==> config.mk <==
export PLATFORM = sky130hd
export DESIGN_NAME = pwm_speed_pi_controller
export DESIGN_NICKNAME = d
export VERILOG_FILES = /design/src/hdl/pspc_pkg.sv /design/src/hdl/pspc_cfg_regs.sv /design/src/hdl/pspc_gain_mult.sv /design/src/hdl/pspc_tick_core.sv /design/src/hdl/pwm_speed_pi_controller.sv
export VERILOG_INCLUDE_DIRS = /design/src /design/src/hdl
export SDC_FILE = /design/constraint.sdc
export NUM_CORES = 2
export LEC_CHECK = 0
export ABC_AREA = 1
export BUFFER_PORTS_ARGS = -buffer_cell sky130_fd_sc_hd__buf_2
export CAP_MARGIN = 15
export CORE_MARGIN = 4
export CORE_UTILIZATION = 61
export CTS_BUF_LIST = sky130_fd_sc_hd__clkbuf_8
export DETAILED_ROUTE_END_ITERATION = 6
export GPL_ROUTABILITY_DRIVEN = 0
export PLACE_DENSITY = 0.81
export SLEW_MARGIN = 20
export SYNTH_ARGS = -nofsm -noshare
export SYNTH_HDL_FRONTEND = slang
export SYNTH_HIERARCHICAL = 1
export SYNTH_SLANG_ARGS = --single-unit
==> constraint.sdc <==
create_clock -name aclk -period 6.9 [get_ports aclk]
set_clock_uncertainty 0.05 [all_clocks]
set_input_delay 0 -clock aclk [delete_from_list [all_inputs] [get_ports aclk]]
set_output_delay 0 -clock aclk [all_outputs]
set_load 0.01 [all_outputs]
==> src/hdl/assert_macros.svh <==
// ---------------------------------------------------------------------------
// Assertion macros
// Shared concurrent assertion shorthands for the speed controller RTL.
// ---------------------------------------------------------------------------
`ifndef ASSERT_MACROS_SVH
`define ASSERT_MACROS_SVH

// Same-cycle implication, checked on the rising clock edge outside reset.
`define PSPC_ASSERT_IMP(name, clk, rstn, ante, cons, msg) \
    name: assert property (@(posedge clk) disable iff (!(rstn)) (ante) |-> (cons)) \
        else $error(msg);

// Next-cycle implication, checked on the rising clock edge outside reset.
`define PSPC_ASSERT_NXT(name, clk, rstn, ante, cons, msg) \
    name: assert property (@(posedge clk) disable iff (!(rstn)) (ante) |=> (cons)) \
        else $error(msg);

`endif

==> src/hdl/pspc_pkg.sv <==
// ---------------------------------------------------------------------------
// PWM speed controller package
// Register indexes, reset values and the structs passed between modules.
// ---------------------------------------------------------------------------
package pspc_pkg;

    localparam int CFG_IDX_W  = 3;
    localparam int CFG_DATA_W = 16;
    localparam int SUM_W      = 36;

    typedef enum logic [CFG_IDX_W-1:0] {
        CFG_TARGET_COUNT       = 3'd0,
        CFG_PWM_PERIOD         = 3'd1,
        CFG_PERIODS_PER_WINDOW = 3'd2,
        CFG_GAIN_P             = 3'd3,
        CFG_GAIN_D             = 3'd4
    } pspc_cfg_idx_t;

    localparam logic [9:0]  RST_TARGET_COUNT       = 10'd1;
    localparam logic [15:0] RST_PWM_PERIOD         = 16'd10000;
    localparam logic [7:0]  RST_PERIODS_PER_WINDOW = 8'd3;
    localparam logic [15:0] RST_GAIN_P             = 16'd1536;
    localparam logic [15:0] RST_GAIN_D             = 16'd205;

    localparam logic [15:0] MIN_PERIOD = 16'd2;
    localparam logic [15:0] SPEED_MAX  = 16'hFFFF;

    // Configuration as seen by the datapath, with the short-period and
    // zero-window cases already folded in.
    typedef struct packed {
        logic [9:0]  target;
        logic [15:0] period;
        logic [7:0]  need;
        logic [15:0] gain_p;
        logic [15:0] gain_d;
    } pspc_cfg_t;

    // Precomputed controller terms.
    typedef struct packed {
        logic [16:0]        k_sum;
        logic [26:0]        t_term;
        logic [32:0]        p_term;
        logic signed [33:0] d_term;
    } pspc_prod_t;

    // Core state fed to the multipliers.
    typedef struct packed {
        logic [15:0]        speed;
        logic signed [16:0] prev_err;
    } pspc_fb_t;

    // One result item.
    typedef struct packed {
        logic        window_done;
        logic [15:0] duty_ticks;
        logic [15:0] speed_count;
        logic        pwm_out;
    } pspc_res_t;

    typedef logic signed [SUM_W-1:0] pspc_sum_t;

endpackage

==> src/hdl/pspc_cfg_regs.sv <==
// ---------------------------------------------------------------------------
// Configuration registers
// Write-only register file with the effective period and window length.
// ---------------------------------------------------------------------------
module pspc_cfg_regs (
    input  logic                             aclk,
    input  logic                             aresetn,
    input  logic                             cfg_valid,
    output logic                             cfg_ready,
    input  logic [pspc_pkg::CFG_IDX_W-1:0]   cfg_index,
    input  logic [pspc_pkg::CFG_DATA_W-1:0]  cfg_data,
    output pspc_pkg::pspc_cfg_t              cfg
);

    logic [9:0]  target_reg;
    logic [15:0] period_reg;
    logic [7:0]  ppw_reg;
    logic [15:0] gain_p_reg;
    logic [15:0] gain_d_reg;

    assign cfg_ready = 1'b1;

    always_ff @(posedge aclk) begin
        if (!aresetn) begin
            target_reg <= pspc_pkg::RST_TARGET_COUNT;
            period_reg <= pspc_pkg::RST_PWM_PERIOD;
            ppw_reg    <= pspc_pkg::RST_PERIODS_PER_WINDOW;
            gain_p_reg <= pspc_pkg::RST_GAIN_P;
            gain_d_reg <= pspc_pkg::RST_GAIN_D;
        end else if (cfg_valid && cfg_ready) begin
            unique case (pspc_pkg::pspc_cfg_idx_t'(cfg_index))
                pspc_pkg::CFG_TARGET_COUNT:       target_reg <= cfg_data[9:0];
                pspc_pkg::CFG_PWM_PERIOD:         period_reg <= cfg_data;
                pspc_pkg::CFG_PERIODS_PER_WINDOW: ppw_reg    <= cfg_data[7:0];
                pspc_pkg::CFG_GAIN_P:             gain_p_reg <= cfg_data;
                pspc_pkg::CFG_GAIN_D:             gain_d_reg <= cfg_data;
                default: begin
                end
            endcase
        end
    end

    always_comb begin
        cfg.target = target_reg;
        cfg.period = (period_reg < pspc_pkg::MIN_PERIOD) ? pspc_pkg::MIN_PERIOD : period_reg;
        cfg.need   = (ppw_reg == 8'd0) ? 8'd1 : ppw_reg;
        cfg.gain_p = gain_p_reg;
        cfg.gain_d = gain_d_reg;
    end

endmodule

==> src/hdl/pspc_gain_mult.sv <==
// ---------------------------------------------------------------------------
// Controller product terms
// Registers the gain products so the tick loop only adds and compares.
// ---------------------------------------------------------------------------
module pspc_gain_mult (
    input  logic                 aclk,
    input  pspc_pkg::pspc_cfg_t  cfg,
    input  pspc_pkg::pspc_fb_t   fb,
    output pspc_pkg::pspc_prod_t prod
);

    // The increment is rewritten as (Kp+Kd)*target - (Kp+Kd)*speed - Kd*prev_err.
    logic [16:0]        k_sum;
    logic [26:0]        t_term_reg;
    logic [32:0]        p_term_reg;
    logic signed [33:0] d_term_reg;

    assign k_sum = {1'b0, cfg.gain_p} + {1'b0, cfg.gain_d};

    always_ff @(posedge aclk) begin
        t_term_reg <= {10'd0, k_sum} * {17'd0, cfg.target};
        p_term_reg <= {16'd0, k_sum} * {17'd0, fb.speed};
        d_term_reg <= $signed({18'd0, cfg.gain_d}) * 34'(fb.prev_err);
    end

    always_comb begin
        prod.k_sum  = k_sum;
        prod.t_term = t_term_reg;
        prod.p_term = p_term_reg;
        prod.d_term = d_term_reg;
    end

endmodule

==> src/hdl/pspc_tick_core.sv <==
// ---------------------------------------------------------------------------
// Tick core
// PWM phase sequencing, pulse tally and the incremental duty update.
// ---------------------------------------------------------------------------
module pspc_tick_core #(
    parameter int COUNT_WIDTH = 16
) (
    input  logic                 aclk,
    input  logic                 aresetn,
    input  logic                 tick_en,
    input  logic                 pulse,
    input  pspc_pkg::pspc_cfg_t  cfg,
    input  pspc_pkg::pspc_prod_t prod,
    output pspc_pkg::pspc_fb_t   fb,
    output pspc_pkg::pspc_res_t  res
);

    localparam int SAT_W = (COUNT_WIDTH > 16) ? COUNT_WIDTH : 16;

    logic [15:0]            phase_reg,    phase_next;
    logic                   high_reg,     high_next;
    logic [7:0]             periods_reg,  periods_next;
    logic [COUNT_WIDTH-1:0] tally_reg,    tally_next;
    logic [15:0]            latched_reg,  latched_next;
    logic [15:0]            duty_reg,     duty_next;
    logic signed [16:0]     prev_err_reg, prev_err_next;
    logic                   stepped_reg,  stepped_next;

    logic [SAT_W-1:0]       tally_wide;
    logic [15:0]            speed_sat;
    logic signed [16:0]     err;
    logic [15:0]            low_len;
    logic [15:0]            len1;
    logic                   end1;
    logic                   fall;
    logic [7:0]             pd_inc;
    logic                   win;
    pspc_pkg::pspc_sum_t    sum_full;
    logic                   sum_pos;
    logic                   at_period;
    logic [15:0]            duty_new;
    logic                   tally_room;

    // Saturated view of the running tally, the speed a window close would latch.
    assign tally_wide = SAT_W'(tally_reg);
    assign speed_sat  = (tally_wide > SAT_W'(pspc_pkg::SPEED_MAX)) ?
                        pspc_pkg::SPEED_MAX : tally_wide[15:0];
    assign err        = $signed({7'd0, cfg.target}) - $signed({1'b0, speed_sat});
    assign tally_room = (tally_reg != {COUNT_WIDTH{1'b1}});

    always_comb begin
        // The registered speed product lags the tally by one increment at most.
        sum_full = pspc_pkg::pspc_sum_t'({duty_reg, 8'h00})
                 + pspc_pkg::pspc_sum_t'(prod.t_term)
                 - pspc_pkg::pspc_sum_t'(prod.d_term)
                 - pspc_pkg::pspc_sum_t'(prod.p_term)
                 - pspc_pkg::pspc_sum_t'(stepped_reg ? prod.k_sum : 17'd0);
        sum_pos   = !sum_full[pspc_pkg::SUM_W-1] && (sum_full[pspc_pkg::SUM_W-2:8] != '0);
        at_period = sum_pos &&
                    (sum_full[pspc_pkg::SUM_W-2:8] >= (pspc_pkg::SUM_W-9)'(cfg.period));
        if (!sum_pos) begin
            duty_new = 16'd1;
        end else if (at_period) begin
            duty_new = cfg.period;
        end else begin
            duty_new = sum_full[23:8];
        end
    end

    always_comb begin
        low_len = (duty_reg >= cfg.period) ? 16'd0 : cfg.period - duty_reg;
        len1    = high_reg ? duty_reg : low_len;
        end1    = (phase_reg >= len1);
        // A low phase starts on a high-phase end, or right after an empty high phase.
        fall    = end1 && (high_reg || (duty_reg == 16'd0));
        pd_inc  = periods_reg + 8'd1;
        win     = tick_en && fall && (pd_inc >= cfg.need);

        duty_next     = win ? duty_new : duty_reg;
        latched_next  = win ? speed_sat : latched_reg;
        prev_err_next = win ? err : prev_err_reg;

        if (!end1) begin
            high_next = high_reg;
        end else if (high_reg) begin
            // An empty low phase is skipped straight back to high.
            high_next = win ? at_period : (duty_reg >= cfg.period);
        end else begin
            high_next = (duty_reg != 16'd0);
        end

        if (end1) begin
            phase_next = 16'd1;
        end else if (phase_reg != 16'hFFFF) begin
            phase_next = phase_reg + 16'd1;
        end else begin
            phase_next = phase_reg;
        end

        if (!fall) begin
            periods_next = periods_reg;
        end else if (win) begin
            periods_next = 8'd0;
        end else begin
            periods_next = pd_inc;
        end

        if (win) begin
            tally_next = COUNT_WIDTH'(pulse);
        end else if (pulse && tally_room) begin
            tally_next = tally_reg + COUNT_WIDTH'(1);
        end else begin
            tally_next = tally_reg;
        end

        stepped_next = tick_en && !win && pulse && tally_room &&
                       (tally_wide < SAT_W'(pspc_pkg::SPEED_MAX));
    end

    always_ff @(posedge aclk) begin
        if (!aresetn) begin
            phase_reg    <= 16'd0;
            high_reg     <= 1'b1;
            periods_reg  <= 8'd0;
            tally_reg    <= '0;
            latched_reg  <= 16'd0;
            duty_reg     <= 16'd0;
            prev_err_reg <= 17'sd0;
            stepped_reg  <= 1'b0;
        end else begin
            stepped_reg <= stepped_next;
            if (tick_en) begin
                phase_reg    <= phase_next;
                high_reg     <= high_next;
                periods_reg  <= periods_next;
                tally_reg    <= tally_next;
                latched_reg  <= latched_next;
                duty_reg     <= duty_next;
                prev_err_reg <= prev_err_next;
            end
        end
    end

    always_comb begin
        fb.speed    = speed_sat;
        fb.prev_err = prev_err_reg;

        res.pwm_out     = high_next;
        res.speed_count = latched_next;
        res.duty_ticks  = duty_next;
        res.window_done = win;
    end

endmodule

==> src/hdl/pwm_speed_pi_controller.sv <==
// ---------------------------------------------------------------------------
// PWM speed controller, top level
// Tick-driven PWM generator with windowed encoder speed and PI duty update.
// ---------------------------------------------------------------------------
// Path: an accepted tick waits in the input register, steps the tick core once the
// result register has room, and is then held in the result register for the sink.
// Throughput: one item per clock cycle while the sink keeps taking results.
// Reset: synchronous, active low; clears phase, tally and duty, loads register defaults.
// A configuration write takes effect for items accepted from the next cycle on.
`include "assert_macros.svh"

module pwm_speed_pi_controller #(
    parameter int COUNT_WIDTH = 16
) (
    input  logic                             aclk,
    input  logic                             aresetn,

    // Tick input: [0] encoder_pulse, [7:1] zero.
    input  logic                             s_tvalid,
    output logic                             s_tready,
    input  logic [7:0]                       s_tdata,

    // Result: [0] pwm_out, [16:1] speed_count, [32:17] duty_ticks,
    // [33] window_done, [39:34] zero.
    output logic                             m_tvalid,
    input  logic                             m_tready,
    output logic [39:0]                      m_tdata,

    // Register write channel.
    input  logic                             cfg_valid,
    output logic                             cfg_ready,
    input  logic [pspc_pkg::CFG_IDX_W-1:0]   cfg_index,
    input  logic [pspc_pkg::CFG_DATA_W-1:0]  cfg_data
);

    pspc_pkg::pspc_cfg_t  cfg;
    pspc_pkg::pspc_prod_t prod;
    pspc_pkg::pspc_fb_t   fb;
    pspc_pkg::pspc_res_t  core_res;

    // Input register: holds one tick until the core can take it.
    logic                 in_valid_reg, in_valid_next;
    logic                 in_pulse_reg;

    // Result register: holds one finished item until the sink takes it.
    logic                 out_valid_reg, out_valid_next;
    pspc_pkg::pspc_res_t  out_res_reg;

    logic                 advance;

    // The core steps whenever a tick is waiting and the result register has room,
    // including the cycle in which the sink empties it.
    assign advance  = in_valid_reg && (!out_valid_reg || m_tready);
    assign s_tready = !in_valid_reg || advance;

    always_comb begin
        if (s_tvalid && s_tready) begin
            in_valid_next = 1'b1;
        end else if (advance) begin
            in_valid_next = 1'b0;
        end else begin
            in_valid_next = in_valid_reg;
        end

        if (advance) begin
            out_valid_next = 1'b1;
        end else if (m_tready) begin
            out_valid_next = 1'b0;
        end else begin
            out_valid_next = out_valid_reg;
        end
    end

    always_ff @(posedge aclk) begin
        if (!aresetn) begin
            in_valid_reg  <= 1'b0;
            out_valid_reg <= 1'b0;
        end else begin
            in_valid_reg  <= in_valid_next;
            out_valid_reg <= out_valid_next;
        end
    end

    // Payload registers carry no reset.
    always_ff @(posedge aclk) begin
        if (s_tvalid && s_tready) begin
            in_pulse_reg <= s_tdata[0];
        end
        if (advance) begin
            out_res_reg <= core_res;
        end
    end

    pspc_cfg_regs u_cfg_regs (
        .aclk      (aclk),
        .aresetn   (aresetn),
        .cfg_valid (cfg_valid),
        .cfg_ready (cfg_ready),
        .cfg_index (cfg_index),
        .cfg_data  (cfg_data),
        .cfg       (cfg)
    );

    // Gain products are refreshed every cycle; each reflects the configuration and
    // core state as they stood in the cycle before.
    pspc_gain_mult u_gain_mult (
        .aclk (aclk),
        .cfg  (cfg),
        .fb   (fb),
        .prod (prod)
    );

    pspc_tick_core #(
        .COUNT_WIDTH (COUNT_WIDTH)
    ) u_tick_core (
        .aclk    (aclk),
        .aresetn (aresetn),
        .tick_en (advance),
        .pulse   (in_pulse_reg),
        .cfg     (cfg),
        .prod    (prod),
        .fb      (fb),
        .res     (core_res)
    );

    assign m_tvalid = out_valid_reg;
    assign m_tdata  = {6'd0, out_res_reg.window_done, out_res_reg.duty_ticks,
                       out_res_reg.speed_count, out_res_reg.pwm_out};

    // A freshly updated duty always lies within one tick and the full period.
    `PSPC_ASSERT_IMP(a_duty_in_range, aclk, aresetn, m_tvalid && out_res_reg.window_done, (out_res_reg.duty_ticks != 16'd0) && (out_res_reg.duty_ticks <= cfg.period), "updated duty outside [1, period]")

    // Controller updates never fall on consecutive cycles; the registered products rely on it.
    `PSPC_ASSERT_NXT(a_update_spacing, aclk, aresetn, core_res.window_done, !core_res.window_done, "controller updated on consecutive cycles")

    // A waiting tick is kept while the result register is stalled.
    `PSPC_ASSERT_NXT(a_tick_held, aclk, aresetn, in_valid_reg && out_valid_reg && !m_tready, in_valid_reg && !advance || in_valid_reg, "pending tick dropped during stall")

endmodule
==> results.md <==
- Run status: complete, but fails checks
- Violations in the final reports: DRC
- Htree depth: 2
- Final critical delay including setup and external delays: 6740 ps
- Overall power consumption: 0.0196 W
- Category of the worst setup path capture point: flop
- Number of fillers in the final layout: between 5000 and 6000
- Worst Path Arrival: slightly above 7000 ps
- Clock network fraction of design power: 0.086
- Initial core utilization: 0.615
- Yosys cell types: 66
- Max-slew violation total from the final report: 0
- Static leakage: 27.6 nW
- Longest individual stage delay on the worst path: 570 ps
- RSZ-0062 raised after global routing: true
- Buffers plus inverters on the worst setup path: 5
- Number of sinks driven by the clock tree: 288
- Post-Syn Area per Cell: 7.06 µm²
- Sequential cell area: between 6000 and 7000 µm²
- Share of final-layout standard cells stronger than drive strength 1: 0.0815
- Minimum setup slack among reg-to-reg paths: 160 ps
- Root buffer cell: sky130_fd_sc_hd__clkbuf_8
- Die Width: around 280 µm
- Min-Delay Path Class: input pin to flop
- Post-synth top area share: 0.248
- # port buffers: 60
- HPWL after detailed placement: 110000 µm
- Vias: about 42000
- Worst endpoint required time: roughly 7400 ps
- Sw power: between 0.01 and 0.015 W
- DR WL/cell: 18.7 µm
- Leading cell types by count after synthesis: sky130_fd_sc_hd__nand2_1, sky130_fd_sc_hd__inv_1, sky130_fd_sc_hd__fa_1
- Most frequent CP cell: sky130_fd_sc_hd__nand2_1
- Flop pwr share: 0.116
- Via density: around 5.6
- Register bit total from synthesis: 288
- Post-Syn Instances: ~6400
- Area used by multi-input combinational logic: 32700 µm²
- Detail Route met3 WL: between 15000 and 20000 µm
- Cell Area, Synth: 44900 µm²
- CTS tree: built
- Post-synth EDFFs: 35
- Endpoints failing hold: 0
- Type of the worst setup path: flop to flop
- Met2 layer wire length in the routed design: a little over 60000 µm
- Number of antenna violations at the first check in global routing: 4
- Most numerous cell in the Yosys netlist: sky130_fd_sc_hd__nand2_1
- Final WS setup: 161 ps
- Slew at the pin closest to its max-slew limit: 904 ps
- Timing-limited maximum frequency: 0.148 GHz
- Boundary Pins: 75
- Proportion of synthesized chip area in sequential cells: 0.136
- Internal power component: 0.00841 W
- DRC viols: 2
- Proportion of synthesized flip-flops having asynchronous set or reset: 0
- Switching Fraction: 0.571
- Clock slew at reported path FFs: roughly 60 ps
- Startpoint class of the critical path: flop
- Synth top area cells: sky130_fd_sc_hd__fa_1, sky130_fd_sc_hd__nand2_1, sky130_fd_sc_hd__ha_1, sky130_fd_sc_hd__inv_1, sky130_fd_sc_hd__dfxtp_1
- Initial drt markers: between 4000 and 5000
- Cell type group with the largest total delay on the critical path: adder cells
- Worst slew margin relative to its limit: 0.396
- Final wirelength: 140000 µm
- Largest driver fanout on the critical path: 15
- Worst setup slack after placement: -50.5 ps
- Worst skew pair latency: 690 ps
- GRT Util Overall: 0.350
- Number of warnings printed during yosys synthesis: 6
- Met1 wire length: 50900 µm
- CTS max path bufs: 3
- Highest routed metal layer: met5
- Number of global-route vias before repair: a little over 40000
- Maximum VDD drop: 1.41 mV
- Library cell contributing the largest single delay on the critical path: sky130_fd_sc_hd__fa_1
- Prevailing post-synth register cell: sky130_fd_sc_hd__dfxtp_1
- First-pass iteration count of the detailed router: 7
- Final Setup Violations: 0
- TritonCTS buffer count: 51
- Number of nets in the finished design: 7510
- Area enclosed by the die boundary: 78000 µm²
- Max-Cap Viols: 0
- Power density relative to cell area: 402 nW/µm²
- Core utilization of the finished layout: 0.668
- Core area: 73000 µm²
- Gr ovfl total: 0
- Combinational group share of total power: 0.798
- Post-route fraction of the period consumed by the critical path: 0.977
- Layout Area Growth over Synthesis: 8.57%
- Vertical die dimension: between 200 and 300 µm
- Standard-cell row count: slightly below 100
- First-pass GRT wire length: about 220000 µm
- Largest area contributor in the netlist: sky130_fd_sc_hd__fa_1
- Residual antenna-violating net count after detailed routing: 0
- Pin count of the biggest net entering global routing: 73
==> tightest hold or removal path: stages <==
cell,delay (ps)
sky130_fd_sc_hd__dlygate4sd3_1,520
sky130_fd_sc_hd__buf_2,110
sky130_fd_sc_hd__nand2_1,60
sky130_fd_sc_hd__inv_1,60
==> worst paths after layout <==
check                           cells after the start                         end                      from
worst max-delay path                               28  u_gain_mult/p_term_reg[25]  u_cfg_regs/gain_d_reg[1]
worst min-delay path                                4                in_pulse_reg                  s_tvalid
worst max register to register                     28  u_gain_mult/p_term_reg[25]  u_cfg_regs/gain_d_reg[1]
worst min register to register                      2       u_cfg_regs/ppw_reg[0]     u_cfg_regs/ppw_reg[0]
==> metrics by stage <==
step	hold slack, ps	setup TNS [ps]	cells	instance area [µm²]
after floorplan	48.9	0	6367	44900
after global placement	127	0	7298	46300
after detailed placement	132	-359	7298	46300
after CTS	79.6	0	7438	47800
after global routing	156	-3040	7449	48700
final	146	0	7451	48700
==> layout make-up <==
| class | instances | area share |
|---|---|---|
| clock inverters | 36 | 0.00516 |
| flip-flops and latches | 288 | 0.126 |
| inverters | 1556 | 0.120 |
| diodes | 2 | 0.000103 |
| clock buffers | 59 | 0.0167 |
| multi-input cells | 4319 | 0.671 |
| well taps | 959 | 0.0246 |
| repair buffers | 232 | 0.0369 |
==> power groups by stage <==
stage               sequential [W]  clock (W)  combinational (W)
floorplan                  0.00216          0             0.0104
global placement           0.00228          0             0.0138
detailed placement         0.00229          0             0.0141
CTS                        0.00225    0.00170             0.0142
global route               0.00228    0.00177             0.0174
finish                     0.00227    0.00169             0.0157
==> cells in the final DEF, fill, tap and decap left out, types with 31 or more instances in the layout <==
cell                            Yosys  routed
sky130_fd_sc_hd__nand3_1          195     192
sky130_fd_sc_hd__clkbuf_8           1      59
sky130_fd_sc_hd__nand2_1         1708    1679
sky130_fd_sc_hd__nand4_1           50      50
sky130_fd_sc_hd__dfxtp_1          253     251
sky130_fd_sc_hd__ha_1             475     446
sky130_fd_sc_hd__nand2_2           26      49
sky130_fd_sc_hd__xnor2_1           34      33
sky130_fd_sc_hd__xor2_1           102      97
sky130_fd_sc_hd__dlygate4sd3_1      0      45
sky130_fd_sc_hd__fa_1             555     554
sky130_fd_sc_hd__o21ai_0          120     113
sky130_fd_sc_hd__nor2_2            27      40
sky130_fd_sc_hd__nor2_1           536     518
sky130_fd_sc_hd__buf_2             20      60
sky130_fd_sc_hd__edfxtp_1          35      35
sky130_fd_sc_hd__inv_1           1532    1549
sky130_fd_sc_hd__buf_4             17     117
sky130_fd_sc_hd__or2_2             31      31
sky130_fd_sc_hd__a21oi_1          233     217
==> repair_timing <==
action,in CTS,in global routing
endpoints found under the setup margin,12,56
setup buffers,0,11
cloned,0,0
gates resized for setup,3,180
pin swaps,0,35
endpoints found under the hold margin,76,0
hold buffers,45,0
==> layer usage <==
metal  global-route usage  vias to the layer above
li1                     -                    19091
met1                0.425                    19376
met2                0.549                     2566
met3               0.0976                      754
met4                0.228                        4
met5                    0                        -
==> cell families after synthesis <==
group	count (synthesis)	share of synthesized area
simple gates	2668	0.243
buf+inv	1760	0.152
fa+ha+maj	1030	0.380
compound gates	476	0.0607
flops	288	0.136
xor+xnor	138	0.0273
other cells	2	0.000167
No activity file was read; power rests on OpenSTA's default activity.
